[src/rtl/core/sghp_pkg.sv]
package sghp_pkg;

  localparam int NET_SLOTS_DEF  = 4096;
  localparam int PART_MAX_DEF   = 16;
  localparam int DEGREE_MAX_DEF = 64;
  localparam int SIZE_BITS_DEF  = 20;

  localparam int CAP_W  = 28;
  localparam int PIU_W  = 5;
  localparam int NET_W  = 12;
  localparam int OUT_PW = 4;

  localparam logic [27:0] CAP_RESET = 28'd16384;
  localparam logic [4:0]  PIU_RESET = 5'd16;

  localparam int REG_CAPACITY  = 0;
  localparam int REG_PARTITION = 1;

  // Running best candidate handed from cell to cell.
  typedef struct packed {
    logic        valid;
    logic [5:0]  idx;
    logic [63:0] score;
    logic [31:0] size;
  } cand_t;

endpackage

[src/rtl/core/sghp_cell.sv]
module sghp_cell #(
  parameter int SIZE_BITS = sghp_pkg::SIZE_BITS_DEF,
  parameter int CNT_W     = 7,
  parameter logic [5:0] MY_IDX = 6'd0
) (
  input  logic                 clk,
  input  logic                 rst,
  input  logic                 clr_conn,
  input  logic                 conn_inc,
  input  logic                 size_inc,
  input  logic                 enabled,
  input  logic [27:0]          capacity_q8,
  input  sghp_pkg::cand_t      cand_in,
  output sghp_pkg::cand_t      cand_out
);

  logic [SIZE_BITS-1:0] size;
  logic [CNT_W-1:0]     conn;
  logic signed [41:0]   room;
  logic signed [63:0]   score;
  logic                 take;

  always_ff @(posedge clk) begin
    if (rst) begin
      size <= '0;
      conn <= '0;
    end else begin
      if (clr_conn) begin
        conn <= '0;
      end else if (conn_inc) begin
        conn <= conn + 1'b1;
      end
      if (size_inc && size != {SIZE_BITS{1'b1}}) begin
        size <= size + 1'b1;
      end
    end
  end

  // The shift by eight keeps the room in Q.8 like the capacity.
  assign room  = $signed({14'd0, capacity_q8}) - $signed({2'd0, 40'(size) << 8});
  assign score = 64'(room * $signed({1'b0, conn}));

  always_comb begin
    take = 1'b0;
    if (enabled) begin
      if (!cand_in.valid) begin
        take = 1'b1;
      end else if ($signed(score) > $signed(cand_in.score)) begin
        take = 1'b1;
      end else if (score == cand_in.score && 32'(size) < cand_in.size) begin
        take = 1'b1;
      end
    end
  end

  always_ff @(posedge clk) begin
    if (take) begin
      cand_out.valid <= 1'b1;
      cand_out.idx   <= MY_IDX;
      cand_out.score <= score;
      cand_out.size  <= 32'(size);
    end else begin
      cand_out <= cand_in;
    end
  end

endmodule

[config.mk]
export PLATFORM = sky130hd
export DESIGN_NAME = sghp_cell
export DESIGN_NICKNAME = d
export VERILOG_FILES = /design/src/rtl/core/sghp_pkg.sv /design/src/rtl/core/sghp_cell.sv
export SDC_FILE = /design/constraint.sdc
export NUM_CORES = 1
export LEC_CHECK = 0
export CAP_MARGIN = 20
export CORE_MARGIN = 5
export CORE_UTILIZATION = 66
export CTS_CLUSTER_DIAMETER = 50
export CTS_CLUSTER_SIZE = 14
export DETAILED_ROUTE_END_ITERATION = 10
export DONT_BUFFER_PORTS = 1
export PLACE_DENSITY_LB_ADDON = 0.1
export SLEW_MARGIN = 20
export SYNTH_ARGS = -nofsm -noshare
export SYNTH_HDL_FRONTEND = slang
export SYNTH_SLANG_ARGS = --single-unit
[constraint.sdc]
create_clock -name clk -period 10.68 [get_ports clk]
set_input_delay 1.068 -clock clk [delete_from_list [all_inputs] [get_ports clk]]
set_output_delay 1.068 -clock clk [all_outputs]
set_load 0.01 [all_outputs]
-- Word level (Yosys, flattened, before mapping)
Index checks and enable logic that the tools add are counted.
- order comparisons: 2
- multipliers: 1
- div/mod/pow operators: 0
- $add $sub $neg: 3
- muxes and demuxes: 5
- reduce and logical (&&, ||, !) cells: 3
- bitwise operators: 0
- shifts and indexed selects: 0
- equal/unequal tests: 2
- operator list (cell ; number):
    96-bit two-way mux ; 1
    64-bit equality test ; 1
    37-bit by 64-bit > comparator with 1-bit output ; 1
    29-bit by 8-bit multiplier with 37-bit output ; 1
    20-bit by 32-bit < comparator with 1-bit output ; 1
    28-bit by 28-bit subtractor with 29-bit output ; 1
    20-bit by 1-bit adder with 20-bit output, second input constant ; 1
    20-bit != test, second input constant ; 1
    7-bit by 1-bit adder with 7-bit output, second input constant ; 1
    1-bit two-way mux ; 4
    1-bit logical AND ; 2
    2-bit OR reduction ; 1
- bits in latches: 0
- memories: 0
- memory bits (read-only): 0
- bits in writable memories: 0
- flip-flop bits (word level): 130
- output and inout port bits: 103

-- Logic depth before layout (Yosys ltp)
Gate-level depths: netlist of the first run.
- word-level depth: 9
- gate-level depth with buffers: 41
- gate-level depth less buffers: 37

-- Least setup slack after synthesis of the first run
No wires, ideal clock.
- kind: input -> register
- from: input port capacity_q8[8]
- to: register cand_out[64] (netlist name)
- data arrival time: 9.769 ns
- slack: 0.788 ns
- required time: 10.557 ns
- path buffers: 4
- stages on the path: 40
- setup time: 0.123 ns
- cells stage by stage: inv_1 > ha_1 > fa_1 > nand2b_1 > a21boi_0 > o21ai_1 > a21oi_1 > nor2_1 > o221ai_1 > o211ai_1 > o2bb2ai_1 > clkbuf_1 > and2_1 > fa_1 > inv_1 > fa_1 > fa_1 > inv_1 > (+4 left out) > o21bai_1 > a21oi_1 > o21bai_1 > a2111oi_0 > nand3_1 > nand3_1 > inv_1 > ha_1 > and4_1 > and4bb_1 > nand4_1 > o311a_1 > a31o_1 > a21boi_2 > o21a_2 > buf_6 > buf_8 > mux2_1
- cells in the longest elaborated chain, start to end: 9
- elaborated cells between the ends (all ways): 10
- those cells by class: add/sub: 1; mul: 1; order compare: 1; eq/ne: 1; mux: 5; reduce/logical: 1
- ends and longest elaborated chain (what ; line ; source):
    from (decl) ; sghp_cell.sv:12 ; input logic [27:0] capacity_q8,
    28-bit by 28-bit subtractor with 29-bit output * ; sghp_cell.sv:40 ; assign room = $signed({14'd0, capacity_q8}) - $signed({2'd0, 40'(size) << 8});
    29-bit by 8-bit multiplier with 37-bit output * ; sghp_cell.sv:41 ; assign score = 64'(room * $signed({1'b0, conn}));
    parallel branches: the longest is 6 deep, another holds 37-bit by 64-bit > comparator with 1-bit output ; n/a ;
    96-bit two-way mux * ; sghp_cell.sv:57 ; if (take) begin
    to (signal assigned) ; sghp_cell.sv:63 ; cand_out <= cand_in;
    to (decl) ; sghp_cell.sv:14 ; output sghp_pkg::cand_t cand_out
Mark *: on every way between the ends.
A chain may end at the register's enable or synchronous reset.

-- Final worst setup path of the first run
- from: input port capacity_q8[8]
- to: register cand_out[37] (netlist name)
- cells in the longest elaborated chain, start to end: 9
- elaborated cells between the ends (all ways): 10
- those cells by class: add/sub: 1; mul: 1; order compare: 1; eq/ne: 1; mux: 5; reduce/logical: 1
- ends and longest elaborated chain (what ; line ; source):
    28-bit by 28-bit subtractor with 29-bit output * ; sghp_cell.sv:40 ;
    29-bit by 8-bit multiplier with 37-bit output * ; sghp_cell.sv:41 ;
    parallel branches: the longest is 3 deep, another holds 37-bit by 64-bit > comparator with 1-bit output ; n/a ;
    1-bit two-way mux * ; sghp_cell.sv:48 ; end else if ($signed(score) > $signed(cand_in.score)) begin
    1-bit two-way mux * ; sghp_cell.sv:46 ; if (!cand_in.valid) begin
    1-bit two-way mux * ; sghp_cell.sv:45 ; if (enabled) begin
    96-bit two-way mux * ; sghp_cell.sv:57 ;
Marks and branches as above.

==> metrics.txt, run 1 <==
I/O pins 240; Port Buffers 0; First DRT Iteration DRCs 547; post-CTS setup repair buffer count 0; Hold Path Class reg -> reg; Final setup violation count 0; first-pass GRT wire length 57.7 mm; GR Util All Layers 0.288; Synth Flop Type dfxtp_1; Fin Setup TNS 0 ns; Pwr Total 0.00135 W; Antenna Cells 0; Crit-path slowest cell xnor2_1; Setup crit end kind flip-flop; CP most frequent cell fa_1; cell count of the worst reg-to-reg path 38; final worst path period need 10.02 ns; FF/Latch Area 0.00260 mm2; RSZ-0062 raised after global routing no; layout cells sized above 1 0.0647; clock tree sinks 130; Cell Area, Synth 0.0145 mm2; Vias/cell 5.74; ANT nets after route 0; final worst-path cycle share 0.939; peak supply drop 0.125 mV; Worst Max-Slew Pin Slew 1.10 ns; capture point of the critical path cand_out[37]$_DFF_P_; total of max-cap violations 0; sequential share of the synthesized area 0.179; Fill cells 1746; reg2reg setup slack 0.92 ns; Async SR Flop Fraction 0; Die Height 158 um; deepest clock path buffer count 2; DP HPWL 28.2 mm; drt total wl 34.7 mm; P&R area growth vs syn 6.37%; multi-input logic area 0.0106 mm2; total global routing overflow 0; Cells after Synth 1643; Distinct cells, synth 75; Final Skew 0.0194 ns; Leakage 7.40 nW; hold_buf cts 0; post-route insts no fill 1935; Rows 54; reg-to-reg endpoint cand_out[37]$_DFF_P_; Mapped Nets 2112; power density over cell area 87.5 mW/mm2; Hold WS 0.520 ns; Final nets 2111; via count 11100; number of synthesized flops with an enable pin 0; initial antenna violation count 0; Seq cells post-synth 130; Worst Path Max Fanout 22; H-tree levels 4; Avg WL per Cell 17.9 um; CTS clock-pin slew for the worst setup and hold paths 0.06 ns; Slew Limit Headroom 0.263; Worst path max stage delay 0.58 ns; Slew Viols, Final 0; crit start category primary input; chip width 158 um; Clock Latency Late Sink 0.43 ns; warnings from Yosys 0; placed cells 1903; Hold Fails Final Rpt 0; Critical Path RT 10.99 ns; DRC Markers 0; Worst setup startpoint capacity_q8[8]; core area 0.0218 mm2; CTS buffer count 17; crit path kind in -> reg; drt first pass iters 5; critical path data arrival time 10.34 ns; r2r startpoint size[1]$_SDFFE_PP0P_; fmax 99.8 MHz; Initial Utilization 0.669; Placer Congestion 0.893; vias in the first global route 11700; CTS tree built; outcome completed; Avg Inst Size Synth 8.85 um2; die area 0.0251 mm2; clk root buf clkbuf_16; largest net degree at the start of global routing 34
cell usage in the layout (no fill, tap or decap), drive strengths merged, types with 21 or more instances in the layout:
master,count
inv,301
ha,180
fa,152
nand2,136
dfxtp,130
and2,108
a21oi,74
nor2,72
xnor2,54
o21a,41
o21ai,41
mux2,36
nor2b,33
a21o,30
buf,24
nand4,22
mux2i,22
nor3,21
nand3,21
worst max-delay path, delay by kind of cell:
| kind | cells | cell delay [ns] |
|---|---|---|
| AOI/OAI and AO/OA | 14 | 3.10 |
| and+or+nand+nor | 8 | 1.40 |
| xor gates and xnor gates | 2 | 0.72 |
| muxes | 1 | 0.35 |
| buffers and inverters | 3 | 0.30 |
| adders and majority gates | 8 | 3.40 |
power by group:
group	internal, W	switching (W)
combinational	0.0000949	0.000126
clock	0.000330	0.000248
sequential	0.000519	0.0000353
routing by layer:
metal  vias up  GRT usage  routed length [um]
li1       5335          -                   -
met1      5403      0.338               13300
met2       310      0.509               17900
met3        59     0.0813                2580
met4         0     0.0955                 922
met5         -          0                   0
cells in the mapped netlist, drive strengths merged, types with 4 or more instances:
| library cell | n | area share |
|---|---|---|
| inv | 297 | 0.077 |
| ha | 180 | 0.15 |
| fa | 152 | 0.21 |
| nand2 | 136 | 0.035 |
| dfxtp | 130 | 0.18 |
| and2 | 108 | 0.046 |
| a21oi | 74 | 0.025 |
| nor2 | 72 | 0.019 |
| xnor2 | 54 | 0.033 |
| o21a | 41 | 0.021 |
| o21ai | 41 | 0.014 |
| mux2 | 36 | 0.031 |
| nor2b | 33 | 0.014 |
| a21o | 30 | 0.015 |
| clkbuf | 30 | 0.0077 |
| mux2i | 22 | 0.015 |
| nand4 | 22 | 0.0095 |
| nand3 | 21 | 0.0072 |
| nor3 | 21 | 0.0072 |
| buf | 14 | 0.0086 |
| xor2 | 12 | 0.0072 |
| nand2b | 11 | 0.0047 |
| or3 | 10 | 0.0043 |
| o21bai | 9 | 0.0046 |
| a31oi | 8 | 0.0034 |
| or2 | 8 | 0.0034 |
| a211oi | 7 | 0.0036 |
| a21boi | 7 | 0.0039 |
| and3 | 4 | 0.0017 |
| and4 | 4 | 0.0024 |
| nor4 | 4 | 0.0017 |
| o211ai | 4 | 0.0024 |
cells by family after synthesis:
group,after synthesis,synth area share
simple gates,460,0.160
buf+inv,341,0.0930
fa+ha+maj,332,0.364
compound gates,256,0.118
flops,130,0.179
xor+xnor,66,0.0397
mux,58,0.0461
flip-flops by register name (all words and copies together) (netlist names):
register / count
conn: 7
size: 20
cand_out: 103
worst min-delay path by stage:
stage,from,to,slack (ns),cells past startpoint
final,size[6]$_SDFFE_PP0P_,size[6]$_SDFFE_PP0P_,0.52,2
after global routing,size[6]$_SDFFE_PP0P_,size[6]$_SDFFE_PP0P_,0.55,2
after CTS,size[6]$_SDFFE_PP0P_,size[6]$_SDFFE_PP0P_,0.52,2
after detailed placement,size[6]$_SDFFE_PP0P_,size[6]$_SDFFE_PP0P_,0.51,2
after global placement,size[6]$_SDFFE_PP0P_,size[6]$_SDFFE_PP0P_,0.49,2
after floorplan,size[6]$_SDFFE_PP0P_,size[6]$_SDFFE_PP0P_,0.47,2
timing repair:
item                       CTS  global route
hold endpoints to repair     0             0
gates resized for setup      0             2
setup endpoints to repair    0            77
stage by stage:
stage                     area (um2)   util  setup WS, ns
after floorplan                14500      -         0.788
after global placement         14900  0.685         0.304
after detailed placement       14900  0.685         0.178
after CTS                      15500  0.711         0.604
after global routing           15500  0.711        0.0189
final                          15500  0.711         0.656
layout make-up:
cell class                 count  area share
inverter                     297      0.0721
clock inverter                13     0.00817
timing repair buffer          24      0.0149
clock buffer                  19      0.0286
tap                          280      0.0226
sequential                   130       0.168
multi-input combinational   1172       0.685
Power figures use the tool's default switching activity.
==> run 2, diff against run 1 <==
- ABC_AREA: default -> 1
- CORE_UTILIZATION: 66 -> 67
==> run 2 against run 1 <==
Final area grew 3.6%. Global-route usage grew 3.2 points. Non-clock buffer count shrank 19. Clock power grew 3.6%. Hold slack gained 0.0041 ns. Critical endpoint is now cand_out[70]$_DFF_P_.
==> metrics.txt, run 2 <==
Worst Max-Slew Pin Slew 1.08 ns (-0.0250 ns); Port Buffers 0 (unchanged); Worst Path Max Fanout 29 (+32%); busiest grt layer met2; CTS tree built; layout cells sized above 1 0.0308 (-0.0338); Hold Path Class reg -> reg; Cells after Synth 2157 (+31%); Largest Register cand_out; Critical Path RT 11.03 ns (+0.04 ns); Initial Utilization 0.678 (+0.00987); initial antenna violation count 0 (unchanged); sequential share of the synthesized area 0.170 (-0.00898); Async SR Flop Fraction 0 (unchanged); via count 13700 (+23%); Slew Viols, Final 0 (unchanged); post-synthesis mux area share 0 (-0.0461); post-CTS setup repair buffer count 0 (unchanged); Cell Area, Synth 0.0153 mm2 (+5.3%); post-CTS sizing 0 (unchanged); Avg WL per Cell 17.2 um (-4.0%); Crit-path slowest cell fa_1; Hold Fails Final Rpt 0 (unchanged); Clk pwr share 0.435 (+0.008); Leakage 8.66 nW (+17%); deepest clock path buffer count 2 (unchanged); GR Util All Layers 0.320 (+0.0315); largest cells by area after synthesis fa_1, dfxtp_1, ha_1, nand2_1, inv_1; Clock Latency Late Sink 0.43 ns (about the same); switching share of power 0.329 (+0.0271); number of synthesized flops with an enable pin 0 (unchanged); largest net degree at the start of global routing 77 (+130%); final worst-path cycle share 0.911 (-0.0275); Post-synth top cells nand2_1, inv_1, ha_1; Hold Path Depth 2 (unchanged); reg2reg setup slack 1.09 ns (+0.17 ns); I/O pins 240 (unchanged); CP most frequent cell nand2_1; met1 Usage GRT 0.419 (+0.0809); drt total wl 41.8 mm (+20%); Int Power 0.000923 W (-2.3%); vias in the first global route 13200 (+13%); RSZ-0062 raised after global routing no; CTS buffer count 17 (unchanged); Comb power frac 0.163 (about the same); Setup crit end kind flip-flop; Placer Congestion 0.979 (+9.6%); First DRT Iteration DRCs 1053 (+93%); Fin Setup TNS 0 ns (unchanged); grt met3 use 0.0771 (-0.00421); met2 Use GR 0.514 (+0.00483); clk root buf clkbuf_16; hold_buf cts 0 (unchanged); Final Skew 0.0156 ns (-0.00378 ns); DRC Markers 0 (unchanged); total of max-cap violations 0 (unchanged); DP HPWL 34.5 mm (+22%); outcome completed; Compound-Gate Fraction of Synth Area 0.0808 (-0.0373); Vias/cell 5.63 (-1.9%); warnings from Yosys 0 (unchanged); Seq cells post-synth 130 (unchanged); Antenna Cells 0 (unchanged); first-pass GRT wire length 67.4 mm (+17%); Final setup violation count 0 (unchanged); Synth Flop Type dfxtp_1; Distinct cells, synth 43 (-43%); largest registers cand_out (103), size (20), conn (7); Synth Area in XOR/XNOR 0.0246 (-0.0151); largest family of logic cells by synthesized area adder cells; Slew Limit Headroom 0.279 (+0.0167); commonest non-fill, non-tap cell in the layout nand2_1; clock tree sinks 130 (unchanged); fmax 103 MHz (+3.0%); Avg Inst Size Synth 7.10 um2 (-20%); H-tree levels 4 (unchanged); CTS clock-pin slew for the worst setup and hold paths 0.07 ns (about the same); Yosys top cell by area fa_1; Seq pwr share 0.402 (-0.008); most frequent cells in the layout nand2_1, inv_1, ha_1; drt first pass iters 6 (+1); ANT nets after route 0 (unchanged); cell count of the worst reg-to-reg path 43 (+13%); Worst path max stage delay 0.58 ns (about the same); Rows 55 (+1.9%); core area 0.0226 mm2 (+3.7%); NetSw 0.000453 W (+11%); top cell type's share of synthesized area 0.199 (-0.0105); Hold WS 0.524 ns (+0.00412 ns); peak supply drop 0.0885 mV (-29%); crit start category primary input; simple-gate share of the synthesized area 0.247 (+0.0874); power density over cell area 85.9 mW/mm2 (-1.8%); Mapped Nets 2626 (+24%); most frequent cell after synthesis nand2_1; crit path kind in -> reg; total global routing overflow 0 (unchanged); final worst path period need 9.73 ns (-0.294 ns); P&R area growth vs syn 4.62%; die area 0.0260 mm2 (+3.5%); max reg flops 103 (unchanged); Synth Area in Adders 0.346 (-0.0183); chip width 161 um (+1.7%); critical path data arrival time 10.08 ns (-0.26 ns); Final nets 2598 (+23%); Die Height 161 um (+1.7%)
## run 2: cell types whose count changed in the layout (fill, tap and decap cells not counted), moves of 38 or more
cell / before / now
nand2_1: 136 / 559
inv_1: 297 / 454
and2_1: 108 / 0
nand3_1: 21 / 106
nor2_1: 72 / 155
xnor2_1: 54 / 11
a21oi_1: 72 / 110
o21a_1: 40 / 2
## run 2: logic make-up after synthesis
family / after synthesis
simple gates: 917
buf+inv: 514
fa+ha+maj: 332
flops: 130
xor+xnor: 43
compound gates: 221
## run 2: layer usage
layer / vias to the layer above / wire [um]
met5: - / 0
met4: 0 / 1580
met3: 94 / 3790
met2: 617 / 19000
met1: 6364 / 17400
li1: 6588 / -
## run 2: cell type report
cell class                 instances  area [um2]
clock buffer                      18         429
sequential                       130        2610
clock inverter                    14         146
timing repair buffer               5        50.0
inverter                         462        1730
fill                            1916        6550
tap                              285         357
multi-input combinational       1513       10700
## run 2: critical path: cells and delay by family
family          cells  cell delay, ns
fa+ha+maj           8            3.66
simple gates       27            3.60
buf+inv             6            0.73
xor+xnor            2            0.65
compound gates      2            0.35
## run 2: power groups by stage
stage | Clock, W | Combinational, W | Sequential, W
after floorplan | 0 | 0.000174 | 0.000556
after global placement | 0 | 0.000214 | 0.000564
after detailed placement | 0 | 0.000220 | 0.000565
after CTS | 0.000602 | 0.000223 | 0.000554
after global routing | 0.000621 | 0.000255 | 0.000555
final | 0.000599 | 0.000224 | 0.000553
## run 2: per-stage QoR
stage | worst slack (ns) | power [W] | util | cells | area (um2)
floorplan | 2.25 | 0.000730 | - | 2157 | 15300
global placement | 0.883 | 0.000778 | 0.684 | 2395 | 15400
detailed placement | 0.562 | 0.000785 | 0.684 | 2395 | 15400
CTS | 0.991 | 0.00138 | 0.710 | 2427 | 16000
global route | 0.233 | 0.00143 | 0.710 | 2427 | 16000
finish | 0.949 | 0.00138 | 0.710 | 2427 | 16000
## run 2: worst paths after layout
kind | startpoint | end
worst max register to register | size[3]$_SDFFE_PP0P_ | cand_out[70]$_DFF_P_
worst min-delay path | size[4]$_SDFFE_PP0P_ | cand_out[4]$_DFF_P_
worst max-delay path | capacity_q8[8] | cand_out[70]$_DFF_P_
worst min register to register | size[4]$_SDFFE_PP0P_ | cand_out[4]$_DFF_P_
==> run 3, diff against run 2 <==
- BUFFER_PORTS_ARGS: default -> -buffer_cell sky130_fd_sc_hd__buf_2
- CORE_UTILIZATION: 67 -> 59
- DONT_BUFFER_PORTS: 1 -> default
- GPL_ROUTABILITY_DRIVEN: default -> 1
==> run 3 against run 2 <==
First-iteration DRC count fell by 1.7%. Power rose by 7.3%. Maximum frequency rose by 1.1%. Die area is 13% higher. Utilization decreased by 3.9 points. Clock skew is 0.0071 ns higher. Combinational power up 40%. Routed wire length about the same. Largest cell class unchanged. Final area up 8.1%. Critical path depth increased by 3. Sequential share of layout area down 1.2 points. Register-to-register slack improved by 0.25 ns.
==> metrics.txt, run 3 (synthesized netlist as in run 2, its figures left out) <==
first-pass GRT wire length 68.4 mm (+1.5%); Largest Register cand_out; DRC Markers 0 (unchanged); Pwr Total 0.00148 W (+7.3%); Crit-path slowest cell inv_1; RSZ-0062 raised after global routing no; via count 14400 (+5.2%); critical path data arrival time 9.90 ns (-0.18 ns); Vias/cell 5.27 (-6.3%); ANT nets after route 0 (unchanged); drt total wl 41.8 mm (about the same); First DRT Iteration DRCs 1035 (-1.7%); P&R area growth vs syn 13.1%; clock tree sinks 130 (unchanged); DP HPWL 34.5 mm (about the same); total global routing overflow 0 (unchanged); Hold Path Class reg -> reg; Avg WL per Cell 15.3 um (-11%); Hold Fails Final Rpt 0 (unchanged); Worst Max-Slew Pin Slew 1.06 ns (-0.0229 ns); post-route cell area 0.0173 mm2 (+8.1%); core area 0.0258 mm2 (+14%); Worst path max stage delay 0.68 ns (+0.10 ns); Clock Latency Late Sink 0.43 ns (about the same); I/O pins 240 (unchanged); Rows 59 (+7.3%); total of max-cap violations 0 (unchanged); commonest non-fill, non-tap cell in the layout nand2_1; max reg flops 103 (unchanged); Die Height 171 um (+6.2%); GR Util All Layers 0.286 (-0.0337); Slew Viols, Final 0 (unchanged); placed cells 2686 (+12%); vias in the first global route 14100 (+6.3%); placed inst area 0.0167 mm2 (+8.2%); Final nets 2839 (+9.3%); Final Skew 0.0227 ns (+0.00706 ns); drt first pass iters 6 (unchanged); Slew Limit Headroom 0.295 (+0.0153); die area 0.0293 mm2 (+13%); final worst path period need 9.62 ns (-0.108 ns); hold_buf cts 0 (unchanged); Placer Congestion 0.937 (-4.2%); crit start category primary input; largest registers cand_out (103), size (20), conn (7); Worst Path Max Fanout 50 (+72%); CTS buffer count 17 (unchanged); Layout Utilization 0.671 (-0.0392); CTS tree built; Port Buffers 239 (+239); Fin Setup TNS 0 ns (unchanged); Critical Path RT 10.96 ns (-0.07 ns); most frequent cells in the layout nand2_1, inv_1, buf_2; clk root buf clkbuf_16; deepest clock path buffer count 2 (unchanged); Comb power frac 0.212 (+0.049); Final setup violation count 0 (unchanged); crit path kind in -> reg; post-CTS setup repair buffer count 0 (unchanged); fmax 104 MHz (+1.1%); CP most frequent cell nand2_1; Int Power 0.000985 W (+6.7%); post-CTS sizing 0 (unchanged); Setup crit end kind flip-flop; initial antenna violation count 5 (+5); H-tree levels 4 (unchanged); post-route insts no fill 2725 (+12%); peak supply drop 0.0805 mV (-9.1%); switching share of power 0.333 (+0.00349); layout cells sized above 1 0.128 (+0.0976); Leakage 9.68 nW (+12%); chip width 171 um (+6.2%); power density over cell area 85.2 mW/mm2 (-0.81%); NetSw 0.000491 W (+8.4%); final worst-path cycle share 0.901 (-0.0101); Initial Utilization 0.593 (-0.0857); outcome completed; largest net degree at the start of global routing 77 (unchanged); Clk pwr share 0.431 (-0.004); Seq pwr share 0.357 (-0.045); CTS clock-pin slew for the worst setup and hold paths 0.08 ns (about the same)
## run 3: path summary, 6_finish.rpt
check / start / end / slack, ns / cells after the start
worst max-delay path: capacity_q8[8] / cand_out[89]$_DFF_P_ / 1.06 / 48
worst min-delay path: size[0]$_SDFFE_PP0P_ / cand_out[0]$_DFF_P_ / 0.53 / 2
worst max register to register: size[9]$_SDFFE_PP0P_ / cand_out[89]$_DFF_P_ / 1.34 / 44
worst min register to register: size[0]$_SDFFE_PP0P_ / cand_out[0]$_DFF_P_ / 0.53 / 2
## run 3: metrics by stage
stage          setup WS, ns  hold slack [ns]
3_3_place_gp          0.804            0.505
2_1_floorplan          2.25            0.476
4_1_cts                1.06            0.529
5_1_grt               0.177            0.563
3_5_place_dp          0.685            0.511
6_report               1.06            0.531
## run 3: area by class of cell
cell class	instances	area [um2]
fill	2376	8510
multi-input combinational	1513	10700
clock inverter	14	173
sequential	130	2600
tap	335	419
antenna	7	17.5
timing repair buffer	246	1250
clock buffer	18	429
inverter	462	1730
## run 3: per-layer routing
metal | routed length [um] | global-route usage
met1 | 18600 | 0.402
met2 | 19100 | 0.470
met3 | 3170 | 0.0390
met4 | 833 | 0.0713
met5 | 0 | 0
## run 3: power by group through the flow
stage	Combinational (W)	Sequential (W)	Clock, W
2_1_floorplan	0.000174	0.000556	0
3_5_place_dp	0.000310	0.000539	0
6_report	0.000313	0.000527	0.000636
5_1_grt	0.000352	0.000531	0.000660
3_3_place_gp	0.000304	0.000538	0
4_1_cts	0.000313	0.000528	0.000639
## run 3: worst max-delay path, delay by kind of cell
family / cells / cell delay [ns]
fa+ha+maj: 8 / 3.35
compound gates: 5 / 0.97
simple gates: 27 / 2.73
xor+xnor: 1 / 0.16
buf+inv: 7 / 1.57
